==> src/design/stm_pkg.sv <==
// Package for the set membership table: sizes, operation and status codes,
// and the command/status structs shared by the controller and the datapath.
// No dependencies.
package stm_pkg;

	localparam int CAPACITY  = 16;
	localparam int ELEM_BITS = 32;
	localparam int CNT_W     = 5;
	localparam int OUT_W     = 8;

	typedef enum logic [1:0] {
		OP_INSERT = 2'd0,
		OP_DELETE = 2'd1,
		OP_LOOKUP = 2'd2,
		OP_CLEAR  = 2'd3
	} op_t;

	typedef enum logic [1:0] {
		ST_DONE    = 2'd0,
		ST_ABSENT  = 2'd1,
		ST_PRESENT = 2'd2,
		ST_FULL    = 2'd3
	} status_t;

	// Controller to datapath
	typedef struct packed {
		logic load;
		logic match;
		logic apply;
	} stm_cmd_t;

	// Datapath to controller
	typedef struct packed {
		logic out_busy;
	} stm_sts_t;

endpackage

==> src/design/stm_ctrl.sv <==
// Controller of the set membership table: sequences accept, match and apply.
// Depends on stm_pkg.
module stm_ctrl import stm_pkg::*; (
	input  logic     clk,
	input  logic     arst_n,
	input  logic     s_tvalid,
	output logic     s_tready,
	input  stm_sts_t sts,
	output stm_cmd_t cmd
);

	typedef enum logic [1:0] {
		S_IDLE,
		S_MATCH,
		S_APPLY
	} state_t;

	state_t state_q;
	logic   apply_go;

	// Take a new transfer when idle or when the current item finishes
	always_comb begin
		apply_go  = (state_q == S_APPLY) && !sts.out_busy;
		s_tready  = (state_q == S_IDLE) || apply_go;
		cmd.load  = s_tvalid && s_tready;
		cmd.match = (state_q == S_MATCH);
		cmd.apply = apply_go;
	end

	// Advance the state
	always_ff @(posedge clk or negedge arst_n) begin
		if (!arst_n) begin
			state_q <= S_IDLE;
		end else begin
			unique case (state_q)
				S_IDLE: begin
					if (s_tvalid) state_q <= S_MATCH;
				end
				S_MATCH: begin
					state_q <= S_APPLY;
				end
				S_APPLY: begin
					if (!sts.out_busy) state_q <= s_tvalid ? S_MATCH : S_IDLE;
				end
				default: begin
					state_q <= S_IDLE;
				end
			endcase
		end
	end

	a_load_to_match: assert property (@(posedge clk) disable iff (!arst_n)
		cmd.load |=> state_q == S_MATCH)
		else $error("accepted transfer did not enter match");

	a_match_to_apply: assert property (@(posedge clk) disable iff (!arst_n)
		state_q == S_MATCH |=> state_q == S_APPLY)
		else $error("match not followed by apply");

	a_hold_apply: assert property (@(posedge clk) disable iff (!arst_n)
		(state_q == S_APPLY && sts.out_busy) |=> state_q == S_APPLY)
		else $error("apply left while output was stalled");

endmodule

==> src/design/stm_datapath.sv <==
// Datapath of the set membership table: slot store with valid marks,
// parallel compare, lowest free slot pick, count and result register.
// Depends on stm_pkg.
module stm_datapath import stm_pkg::*; (
	input  logic                 clk,
	input  logic                 arst_n,
	input  stm_cmd_t             cmd,
	output stm_sts_t             sts,
	input  logic [1:0]           in_func,
	input  logic [ELEM_BITS-1:0] in_item,
	output logic                 m_tvalid,
	input  logic                 m_tready,
	output logic [OUT_W-1:0]     m_tdata
);

	// Input stage
	op_t                  func_s1;
	logic [ELEM_BITS-1:0] item_s1;

	// Match stage
	op_t                  func_s2;
	logic [ELEM_BITS-1:0] item_s2;
	logic [CAPACITY-1:0]  hit_vec_s2;
	logic                 hit_any_s2;
	logic [CAPACITY-1:0]  free_sel_s2;
	logic                 full_s2;

	// Slot store and count
	logic [ELEM_BITS-1:0] values_q [CAPACITY];
	logic [CAPACITY-1:0]  valid_q;
	logic [CNT_W-1:0]     count_q;

	// Result register
	logic                 out_valid_q;
	status_t              status_q;
	logic [CNT_W-1:0]     out_count_q;
	logic                 empty_q;

	logic [CAPACITY-1:0]  hit_vec;
	logic [CAPACITY-1:0]  free_vec;
	logic [CAPACITY-1:0]  valid_d;
	logic [CNT_W-1:0]     count_d;
	status_t              status_d;
	logic                 write_en;

	// Hold the accepted item
	always_ff @(posedge clk) begin
		if (cmd.load) begin
			func_s1 <= op_t'(in_func);
			item_s1 <= in_item;
		end
	end

	// Compare every slot and pick the lowest free one
	always_comb begin
		for (int i = 0; i < CAPACITY; i++) begin
			hit_vec[i] = valid_q[i] && (values_q[i] == item_s1);
		end
		free_vec = ~valid_q & (~(~valid_q) + {{(CAPACITY-1){1'b0}}, 1'b1});
	end

	always_ff @(posedge clk) begin
		if (cmd.match) begin
			func_s2     <= func_s1;
			item_s2     <= item_s1;
			hit_vec_s2  <= hit_vec;
			hit_any_s2  <= |hit_vec;
			free_sel_s2 <= free_vec;
			full_s2     <= &valid_q;
		end
	end

	// Work out the update for the operation
	always_comb begin
		valid_d  = valid_q;
		count_d  = count_q;
		status_d = ST_DONE;
		write_en = 1'b0;
		unique case (func_s2)
			OP_INSERT: begin
				if (hit_any_s2) begin
					status_d = ST_PRESENT;
				end else if (full_s2) begin
					status_d = ST_FULL;
				end else begin
					valid_d  = valid_q | free_sel_s2;
					count_d  = count_q + CNT_W'(1);
					write_en = 1'b1;
				end
			end
			OP_DELETE: begin
				if (hit_any_s2) begin
					valid_d = valid_q & ~hit_vec_s2;
					count_d = count_q - CNT_W'(1);
				end else begin
					status_d = ST_ABSENT;
				end
			end
			OP_LOOKUP: begin
				status_d = hit_any_s2 ? ST_DONE : ST_ABSENT;
			end
			OP_CLEAR: begin
				valid_d = '0;
				count_d = '0;
			end
		endcase
	end

	// Write the element into the chosen slot
	always_ff @(posedge clk) begin
		for (int i = 0; i < CAPACITY; i++) begin
			if (cmd.apply && write_en && free_sel_s2[i]) values_q[i] <= item_s2;
		end
	end

	// Update valid marks and count
	always_ff @(posedge clk or negedge arst_n) begin
		if (!arst_n) begin
			valid_q <= '0;
			count_q <= '0;
		end else if (cmd.apply) begin
			valid_q <= valid_d;
			count_q <= count_d;
		end
	end

	// Result register: load on apply, drop when the transfer completes
	always_ff @(posedge clk or negedge arst_n) begin
		if (!arst_n) begin
			out_valid_q <= 1'b0;
		end else if (cmd.apply) begin
			out_valid_q <= 1'b1;
		end else if (m_tready) begin
			out_valid_q <= 1'b0;
		end
	end

	always_ff @(posedge clk) begin
		if (cmd.apply) begin
			status_q    <= status_d;
			out_count_q <= count_d;
			empty_q     <= (count_d == '0);
		end
	end

	assign sts.out_busy = out_valid_q && !m_tready;
	assign m_tvalid     = out_valid_q;
	assign m_tdata      = {empty_q, out_count_q, status_q};

	a_count_matches: assert property (@(posedge clk) disable iff (!arst_n)
		count_q == CNT_W'($countones(valid_q)))
		else $error("count differs from number of valid slots");

	a_single_hit: assert property (@(posedge clk) disable iff (!arst_n)
		cmd.match |-> $onehot0(hit_vec))
		else $error("element held in more than one slot");

	a_apply_result: assert property (@(posedge clk) disable iff (!arst_n)
		cmd.apply |=> out_valid_q)
		else $error("apply produced no result");

	a_no_overwrite: assert property (@(posedge clk) disable iff (!arst_n)
		cmd.apply |-> !sts.out_busy)
		else $error("result overwritten while stalled");

endmodule

==> src/design/set_membership_table.sv <==
// Top level of the set membership table: a bounded set of distinct elements
// in fixed slots. Instantiates stm_ctrl and stm_datapath; uses stm_pkg.
//
//  channel   signals                 payload
//  s_*       tvalid tready tdata     tuser[1:0] func, tdata[31:0] item
//            tuser
//  m_*       tvalid tready tdata     [1:0] status, [6:2] element_count,
//                                    [7] is_empty
//
// Once accepted, each item goes through a registered match step, the
// parallel compare of all slots and free slot pick, then the update.
// A new item is taken in the update cycle, before the last one is through;
// a result reaches m_tvalid through the input, match and result registers.
// Reset clears all valid marks and the count at once; no clearing pass.
// A stalled result holds the update cycle until the transfer completes.
module set_membership_table import stm_pkg::*; (
	input  logic                 clk,
	input  logic                 arst_n,
	input  logic                 s_tvalid,
	output logic                 s_tready,
	input  logic [ELEM_BITS-1:0] s_tdata,  // [31:0] item
	input  logic [1:0]           s_tuser,  // [1:0] func
	output logic                 m_tvalid,
	input  logic                 m_tready,
	output logic [OUT_W-1:0]     m_tdata   // [1:0] status, [6:2] element_count, [7] is_empty
);

	stm_cmd_t cmd;
	stm_sts_t sts;

	stm_ctrl u_ctrl (
		.clk      (clk),
		.arst_n   (arst_n),
		.s_tvalid (s_tvalid),
		.s_tready (s_tready),
		.sts      (sts),
		.cmd      (cmd)
	);

	stm_datapath u_datapath (
		.clk      (clk),
		.arst_n   (arst_n),
		.cmd      (cmd),
		.sts      (sts),
		.in_func  (s_tuser),
		.in_item  (s_tdata),
		.m_tvalid (m_tvalid),
		.m_tready (m_tready),
		.m_tdata  (m_tdata)
	);

endmodule
==> config.mk <==
export PLATFORM = sky130hd
export DESIGN_NAME = set_membership_table
export DESIGN_NICKNAME = d
export VERILOG_FILES = /design/src/design/stm_pkg.sv /design/src/design/stm_ctrl.sv /design/src/design/stm_datapath.sv /design/src/design/set_membership_table.sv
export SDC_FILE = /design/constraint.sdc
export NUM_CORES = 1
export LEC_CHECK = 0
export BUFFER_PORTS_ARGS = -buffer_cell sky130_fd_sc_hd__buf_2
export CAP_MARGIN = 20
export CORE_MARGIN = 3
export CORE_UTILIZATION = 50
export DETAILED_ROUTE_END_ITERATION = 8
export GPL_ROUTABILITY_DRIVEN = 0
export GPL_TIMING_DRIVEN = 0
export PLACE_DENSITY_LB_ADDON = 0.08
export SLEW_MARGIN = 20
export SYNTH_ARGS = -nofsm -noshare
export SYNTH_HDL_FRONTEND = slang
export SYNTH_SLANG_ARGS = --single-unit
==> constraint.sdc <==
create_clock -name clk -period 4.6 [get_ports clk]
set_input_delay 0.69 -clock clk [delete_from_list [all_inputs] [get_ports clk]]
set_output_delay 0.69 -clock clk [all_outputs]
set_load 0.02 [all_outputs]
==> results.md, run 1 <==
- Worst Path Buf+Inv: 2
- Total routed wirelength: 78000 um
- Max-slew violations: 0
- Cell mode on critical path: or4_1
- DRC: 0
- Largest family of logic cells by synthesized area: XOR/XNOR gates
- Number of hold buffers added after CTS: 0
- RSZ-0062 raised after global routing: false
- CP max FO: 10
- Critical path arrival: 3.52 ns
- Pwr Total: 13.3 mW
- Area leader, netlist: edfxtp_1
- Pin count of the biggest net entering global routing: 33
- Clock Skews: 0.0228 ns
- I/O Buffers: 47
- Clock Tree Root: clkbuf_16
- Startpoint Class: register
- Ratio of total power to cell area: 432 mW/mm^2
- Worst vdd ir: 0.000314 V
- Most used routing layer in global routing: met2
- Async S/R FF share, synth: 0.0372
- Final setup vio count: 0
- Post-CTS Setup Bufs: 0
- Initial DRC count: 1813
- Mux cell area share after synthesis: 0.00252
- Multi-input gate area: 0.00674 mm^2
- Slowest CP cell: or4_1
- CTS tree: built
- Clk sink count: 646
- Nets: 1819
- Hold crit path type: input port to asynchronous set/reset pin
- Starting Density: 0.508
- Met1 usage: 0.381
- Reg clk slew, reported paths: 0.06 ns
- Die W: 238 um
- Status: finished, final reports clean
- First-pass GRT wire length: 108000 um
- Sequential fraction of the synthesis area: 0.718
- Post-Synth Adder-Cell Area: 0.00326
- Num CTS Buffers: 71
- Flops & latches, synth: 646
- Fraction of layout cells with a size suffix above 1: 0.140
- DP HPWL: 49800 um
- Share of Yosys cell area claimed by the top area cell type: 0.695
- Worst skew pair latency: 0.61 ns
- Total GRT Usage: 0.278
- Syn. warnings: 0
- WS Path Type: register to register
- Fmax: 312 MHz
- Met3 usage: 0.0391
- Fillers: 4074
- Top post-synthesis cells by area: edfxtp_1, xor2_1, xnor2_1, dfrtp_1, nor4_1
- Vias in the first global route: 14200
- Synth top cells by count: edfxtp_1, xor2_1, xnor2_1
- Post-Synth XOR/XNOR Area: 0.163
- DRT antenna net count: 0
- Worst path cell trace: buf_4, buf_8, xor2_1, nor4_1, nand4_1, nor3_1, or4_1, or4_1
- Count of different cell masters after synthesis: 48
- Compound-Gate Fraction of Synth Area: 0.0175
- Sequential Area: 0.0193 mm^2
- Simple-Gate Fraction of Synth Area: 0.0636
- Min Tclk post-route: 3.20 ns
- Post-synth EDFFs: 622
- Die height: 238 um
- Post-Syn Area: 0.0269 mm^2
- Vias: 14600
- Critical Path Max Stage Delay: 0.60 ns
- CP Data Required Time: 4.91 ns
- Maximum clock insertion buffer count: 3
- Fin. Hold Viols: 0
- # resized after CTS: 0
- Relative slew slack: 0.191
- Max-cap violations: 0
- Cell with the most instances after synthesis: edfxtp_1
- Total gr overflow: 0
- Top_reg_cell synth: edfxtp_1
- Gate Count Post-Synth: 1623
- Die area: 0.0565 mm^2
- Crit. End Element: register
- Crit path max-delay family: simple AND/OR/NAND/NOR gates
- Hold_ws: 0.117 ns
- Global Route met2 Usage: 0.464
- P&R area growth vs syn: 14.5%
- Average wire per standard cell: 31.0 um
- Core ar.: 0.0529 mm^2
- H-Tree Depth: 3
- Fin crit share: 0.697
- Antenna violations before repair: 6
- DRT Pass-1 Iters: 5
- Lkg Pwr: 10.4 nW
- Syn nets: 1668
- Top Ports: 48
- Worst-margin pin slew: 1.21 ns
- Avg Cell Area, Syn: 16.6 um^2
- Vias per inst: 5.80
- Row count: 84
cells by family (layout without fill, tap and decap cells):
kind of cell             after synthesis  after routing
AO/OA/AOI/OAI                         80             80
XOR/XNOR                             499            499
adder cells (fa/ha/maj)                7              7
buffers and inverters                 93            293
flip-flops                           646            646
multiplexers                           6              6
other                                  0              1
AND/OR/NAND/NOR                      292            292
layout make-up:
| class | count | share of cell area |
|---|---|---|
| Sequential cell | 646 | 0.627 |
| Multi-Input combinational cell | 884 | 0.219 |
| Clock buffer | 97 | 0.0630 |
| Timing Repair Buffer | 78 | 0.0288 |
| Tap cell | 688 | 0.0280 |
| Buffer | 75 | 0.0263 |
| Clock inverter | 25 | 0.00566 |
| Inverter | 18 | 0.00220 |
| Antenna cell | 1 | 0.0000814 |
path summary, 6_finish.rpt:
path	endpoint	from	slack [ns]	depth (start not counted)
worst max-delay path	u_datapath.hit_any_s2	u_datapath.item_s1[13]	1.40	8
worst min-delay path	u_datapath.valid_q[11]	arst_n	0.12	1
worst max register to register	u_datapath.hit_any_s2	u_datapath.item_s1[13]	1.40	8
worst min register to register	u_datapath.func_s2[1]	u_datapath.func_s1[1]	0.42	0
max in group asynchronous	u_ctrl.state_q[1]	arst_n	4.05	1
min in group clk	u_datapath.item_s1[15]	s_tdata[15]	0.26	1
placed cells by master, fill, tap and decap left out, types with 3 or more instances in the layout:
master,Yosys,final
xor2_1,339,339
dfrtp_1,24,24
xnor2_1,160,160
o21ai_0,35,35
and4_1,4,4
mux2_2,6,6
buf_4,22,22
buf_8,14,23
edfxtp_1,622,622
a21o_1,5,5
ha_1,7,7
nor4_1,86,86
nor2_1,21,20
o2bb2ai_1,3,3
nor3_1,27,27
buf_12,8,20
buf_2,0,47
clkbuf_1,9,32
nand3_1,27,27
a21oi_1,23,23
clkbuf_16,0,74
buf_6,21,21
clkinv_1,0,16
or4_1,4,4
buf_16,0,10
clkinv_2,0,4
nand4_1,48,48
inv_1,18,18
and2_2,0,17
nor2b_1,18,17
nor3b_1,5,5
nand2b_1,6,6
nand2_1,17,17
registers in the layout (all words and copies together) (netlist names):
name	count
u_datapath.empty_q	1
u_datapath.hit_vec_s2	16
u_datapath.free_sel_s2	16
u_datapath.hit_any_s2	1
u_datapath.item_s1	32
u_ctrl.state_q	2
u_datapath.m_tvalid	1
u_datapath.out_count_q	5
u_datapath.values_q	512
u_datapath.count_q	5
u_datapath.func_s2	2
u_datapath.full_s2	1
u_datapath.func_s1	2
u_datapath.item_s2	32
u_datapath.valid_q	16
u_datapath.status_q	2
metrics by stage:
step / cell area, um^2 / utilization / std cells / setup TNS [ns] / setup WS [ns]
floorplan: 26900 / - / 1623 / 0 / 0.656
global placement: 28000 / 0.529 / 2358 / -103.16 / -1.52
detailed placement: 28600 / 0.541 / 2387 / 0 / 1.15
CTS: 30700 / 0.581 / 2509 / 0 / 1.42
global route: 30800 / 0.582 / 2511 / 0 / 1.18
finish: 30800 / 0.582 / 2512 / 0 / 1.40
layer usage:
metal  vias to the layer above  wire length (um)
li1                       6282                 -
met1                      7602             31800
met2                       574             38400
met3                       110              5320
met4                         0              2410
met5                         -                 0
power by group:
part	switching [mW]	internal [mW]	total [mW]
logic	0.665	0.415	1.08
registers	0.251	6.66	6.91
clock network	2.25	3.05	5.30
total	3.16	10.1	13.3
(Power assumes the default switching activity.)
==> run 2, diff against run 1 <==
==> constraint.sdc (replaced) <==
create_clock -name clk -period 2.7 [get_ports clk]
set_input_delay 0.405 -clock clk [delete_from_list [all_inputs] [get_ports clk]]
set_output_delay 0.405 -clock clk [all_outputs]
set_load 0.02 [all_outputs]
==> results.md, run 2 (same netlist as run 1, synthesis figures left out) <==
- Status: finished, violations left (was finished, final reports clean)
- Failing checks: setup timing
- CP max FO: 10 (unchanged)
- Vias per inst: 5.83 (was 5.80)
- Comb pwr share: 0.088 (was 0.081)
- Slowest CP cell: or4_4 (was or4_1)
- Vias: 15100 (was 14600)
- Reg clk slew, reported paths: 0.06 ns (about the same)
- Max-cap violations: 0 (unchanged)
- Total gr overflow: 0 (unchanged)
- Max reg flops: 512 (unchanged)
- Clock power frac: 0.404 (was 0.399)
- Antenna violations before repair: 8 (was 6)
- R2R Setup Slk: -0.05 ns (was 1.40 ns)
- Fin. Hold Viols: 0 (unchanged)
- Startpoint Class: register (unchanged)
- Final core utilization: 0.605 (was 0.582)
- Fin crit share: 1.02 (was 0.697)
- Nets: 1890 (was 1819)
- Critical path arrival: 3.09 ns (was 3.52 ns)
- Seq pwr share: 0.508 (was 0.520)
- Average wire per standard cell: 31.0 um (about the same)
- Final worst setup slack: -0.0530 ns (was 1.40 ns)
- Fillers: 3964 (was 4074)
- Relative slew slack: 0.153 (was 0.191)
- H-Tree Depth: 3 (unchanged)
- I/O Buffers: 47 (unchanged)
- Fraction of layout cells with a size suffix above 1: 0.184 (was 0.140)
- P_int: 17.7 mW (was 10.1 mW)
- Pin count of the biggest net entering global routing: 33 (unchanged)
- RSZ-0062 raised after global routing: true (was false)
- Worst r2r path cells: 8 (unchanged)
- RR Startpoint: u_datapath.item_s1[5] (was u_datapath.item_s1[13])
- Die height: 238 um (unchanged)
- Top Ports: 48 (unchanged)
- Top reg by flops: u_datapath.values_q (unchanged)
- Most frequent cells in the layout: edfxtp_1, xor2_1, xnor2_1, nor4_1, clkbuf_16 (unchanged)
- Clk sink count: 646 (unchanged)
- Die area: 0.0565 mm^2 (unchanged)
- Crit path to: u_datapath.hit_any_s2 (unchanged)
- Sequential Area: 0.0193 mm^2 (unchanged)
- First-pass GRT wire length: 110000 um (was 108000 um)
- DRT antenna net count: 0 (unchanged)
- Num CTS Buffers: 70 (was 71)
- Core ar.: 0.0529 mm^2 (unchanged)
- Worst vdd ir: 0.000609 V (was 0.000314 V)
- Final setup vio count: 1 (was 0)
- Multi-input gate area: 0.00712 mm^2 (was 0.00674 mm^2)
- Max-slew violations: 0 (unchanged)
- Setup crit start: u_datapath.item_s1[5] (was u_datapath.item_s1[13])
- Row count: 84 (unchanged)
- Crit path max-delay family: simple AND/OR/NAND/NOR gates (unchanged)
- CTS tree: built (unchanged)
- DP HPWL: 48700 um (was 49800 um)
- Die W: 238 um (unchanged)
- WS Path Type: register to register (unchanged)
- Lkg Pwr: 10.9 nW (was 10.4 nW)
- Hold_sp: s_tvalid
- Most common cell after layout, fill and taps aside: edfxtp_1 (unchanged)
- DRC: 0 (unchanged)
- Fmax: 363 MHz (was 312 MHz)
- Starting Density: 0.508 (unchanged)
- Crit. End Element: register (unchanged)
- Biggest regs: u_datapath.values_q: 512 flops, u_datapath.item_s1: 32 flops, u_datapath.item_s2: 32 flops (unchanged)
- Crit path depth: 8 (unchanged)
- Maximum clock insertion buffer count: 3 (unchanged)
- Worst Path Buf+Inv: 2 (unchanged)
- Switching power: 5.55 mW (was 3.16 mW)
- Worst path cell trace: buf_8, buf_12, xor2_1, nor3_1, nand3_2, nor3_2, or4_4, or4_4 (was buf_4, buf_8, xor2_1, nor4_1, nand4_1, nor3_1, or4_1, or4_1)
- Min Tclk post-route: 2.75 ns (was 3.20 ns)
- RR Endpoint: u_datapath.hit_any_s2 (unchanged)
- CP Data Required Time: 3.03 ns (was 4.91 ns)
- Worst skew pair latency: 0.61 ns (about the same)
- Total GRT Usage: 0.284 (was 0.278)
- Clock Skews: 0.0213 ns (was 0.0228 ns)
- Pwr Total: 23.2 mW (was 13.3 mW)
- Initial DRC count: 1671 (was 1813)
- Total routed wirelength: 80400 um (was 78000 um)
- Worst-margin pin slew: 1.27 ns (was 1.21 ns)
- Clock Tree Root: clkbuf_16 (unchanged)
- DRT Pass-1 Iters: 5 (unchanged)
- Vias in the first global route: 14600 (was 14200)
- Cell mode on critical path: or4_4 (was or4_1)
- Hold crit path type: input port to register (was input port to asynchronous set/reset pin)
- Critical Path Max Stage Delay: 0.56 ns (was 0.60 ns)
- Ratio of total power to cell area: 726 mW/mm^2 (was 432 mW/mm^2)
- Sw Ratio: 0.239 (was 0.238)
- P&R area growth vs syn: 19.1% (was 14.5%)
==> run 2: changes by cell type in the layout (fill, tap and decap cells not counted), moves of 13 or more <==
| cell | previous run | this run |
|---|---|---|
| clkbuf_1 | 32 | 14 |
| dlygate4sd3_1 | 0 | 35 |
| xor2_1 | 339 | 326 |
| buf_4 | 22 | 39 |
| and2_4 | 0 | 17 |
| buf_12 | 20 | 35 |
==> run 2: what timing repair did <==
item | 4_1_cts | 5_1_grt
buffers inserted | 25 | 16
gates cloned | 1 | 7
endpoints found under the setup margin | 380 | 363
hold buffers | 35 | 0
gates resized for setup | 91 | 36
pin swaps | 22 | 22
endpoints found under the hold margin | 58 | 0
==> run 2: routing by layer <==
layer	vias to the layer above	track usage	routed length (um)
li1	6414	-	-
met1	7897	0.391	31900
met2	684	0.476	39600
met3	120	0.0421	6570
met4	0	0.0761	2370
met5	-	0	0
==> run 2: how the worst min path moves through the flow <==
| stage | endpoint | slack (ns) | cells after the start |
|---|---|---|---|
| global placement | u_datapath.func_s2[1] | 0.41 | 0 |
| floorplan | u_ctrl.state_q[0] | 0.11 | 0 |
| CTS | u_ctrl.state_q[0] | 0.002 | 2 |
| global route | u_ctrl.state_q[0] | 0.007 | 2 |
| finish | u_ctrl.state_q[0] | 0.03 | 2 |
| detailed placement | u_datapath.func_s2[1] | 0.42 | 0 |
==> run 2: power by group through the flow <==
| stage | combinational, mW | clock, mW | sequential [mW] |
|---|---|---|---|
| after global routing | 2.18 | 9.89 | 11.8 |
| after floorplan | 1.13 | 0 | 11.8 |
| final | 2.04 | 9.39 | 11.8 |
| after detailed placement | 1.81 | 0 | 12.0 |
| after CTS | 1.97 | 9.48 | 11.8 |
| after global placement | 1.64 | 0 | 12.0 |
==> run 2: per-stage QoR <==
step / instance area [um^2] / cells / setup slack [ns] / hold slack [ns] / setup TNS [ns]
floorplan: 26900 / 1623 / 0.0856 / 0.109 / 0
global placement: 28000 / 2358 / -1.02 / 0.409 / -365.94
detailed placement: 28300 / 2376 / -0.652 / 0.419 / -185.00
CTS: 31600 / 2566 / -0.0138 / 0.00236 / -0.0138
global route: 32000 / 2590 / -0.0527 / 0.00702 / -0.0527
finish: 32000 / 2591 / -0.0530 / 0.0263 / -0.0530
==> run 2: layout make-up <==
class,count,area share
antenna,1,0.0000782
buffer,74,0.0328
clock buffer,86,0.0605
clock inverter,43,0.00981
inverter,18,0.00211
multi-input combinational,892,0.222
sequential,646,0.602
tap,688,0.0269
timing repair buffer,143,0.0429
==> run 2: worst reg2reg max path, delay by kind of cell, from the launching register on <==
family        cells  cell delay, ns
xor+xnor          1            0.24
buf+inv           2            0.37
flops             1            0.42
simple gates      5            1.46
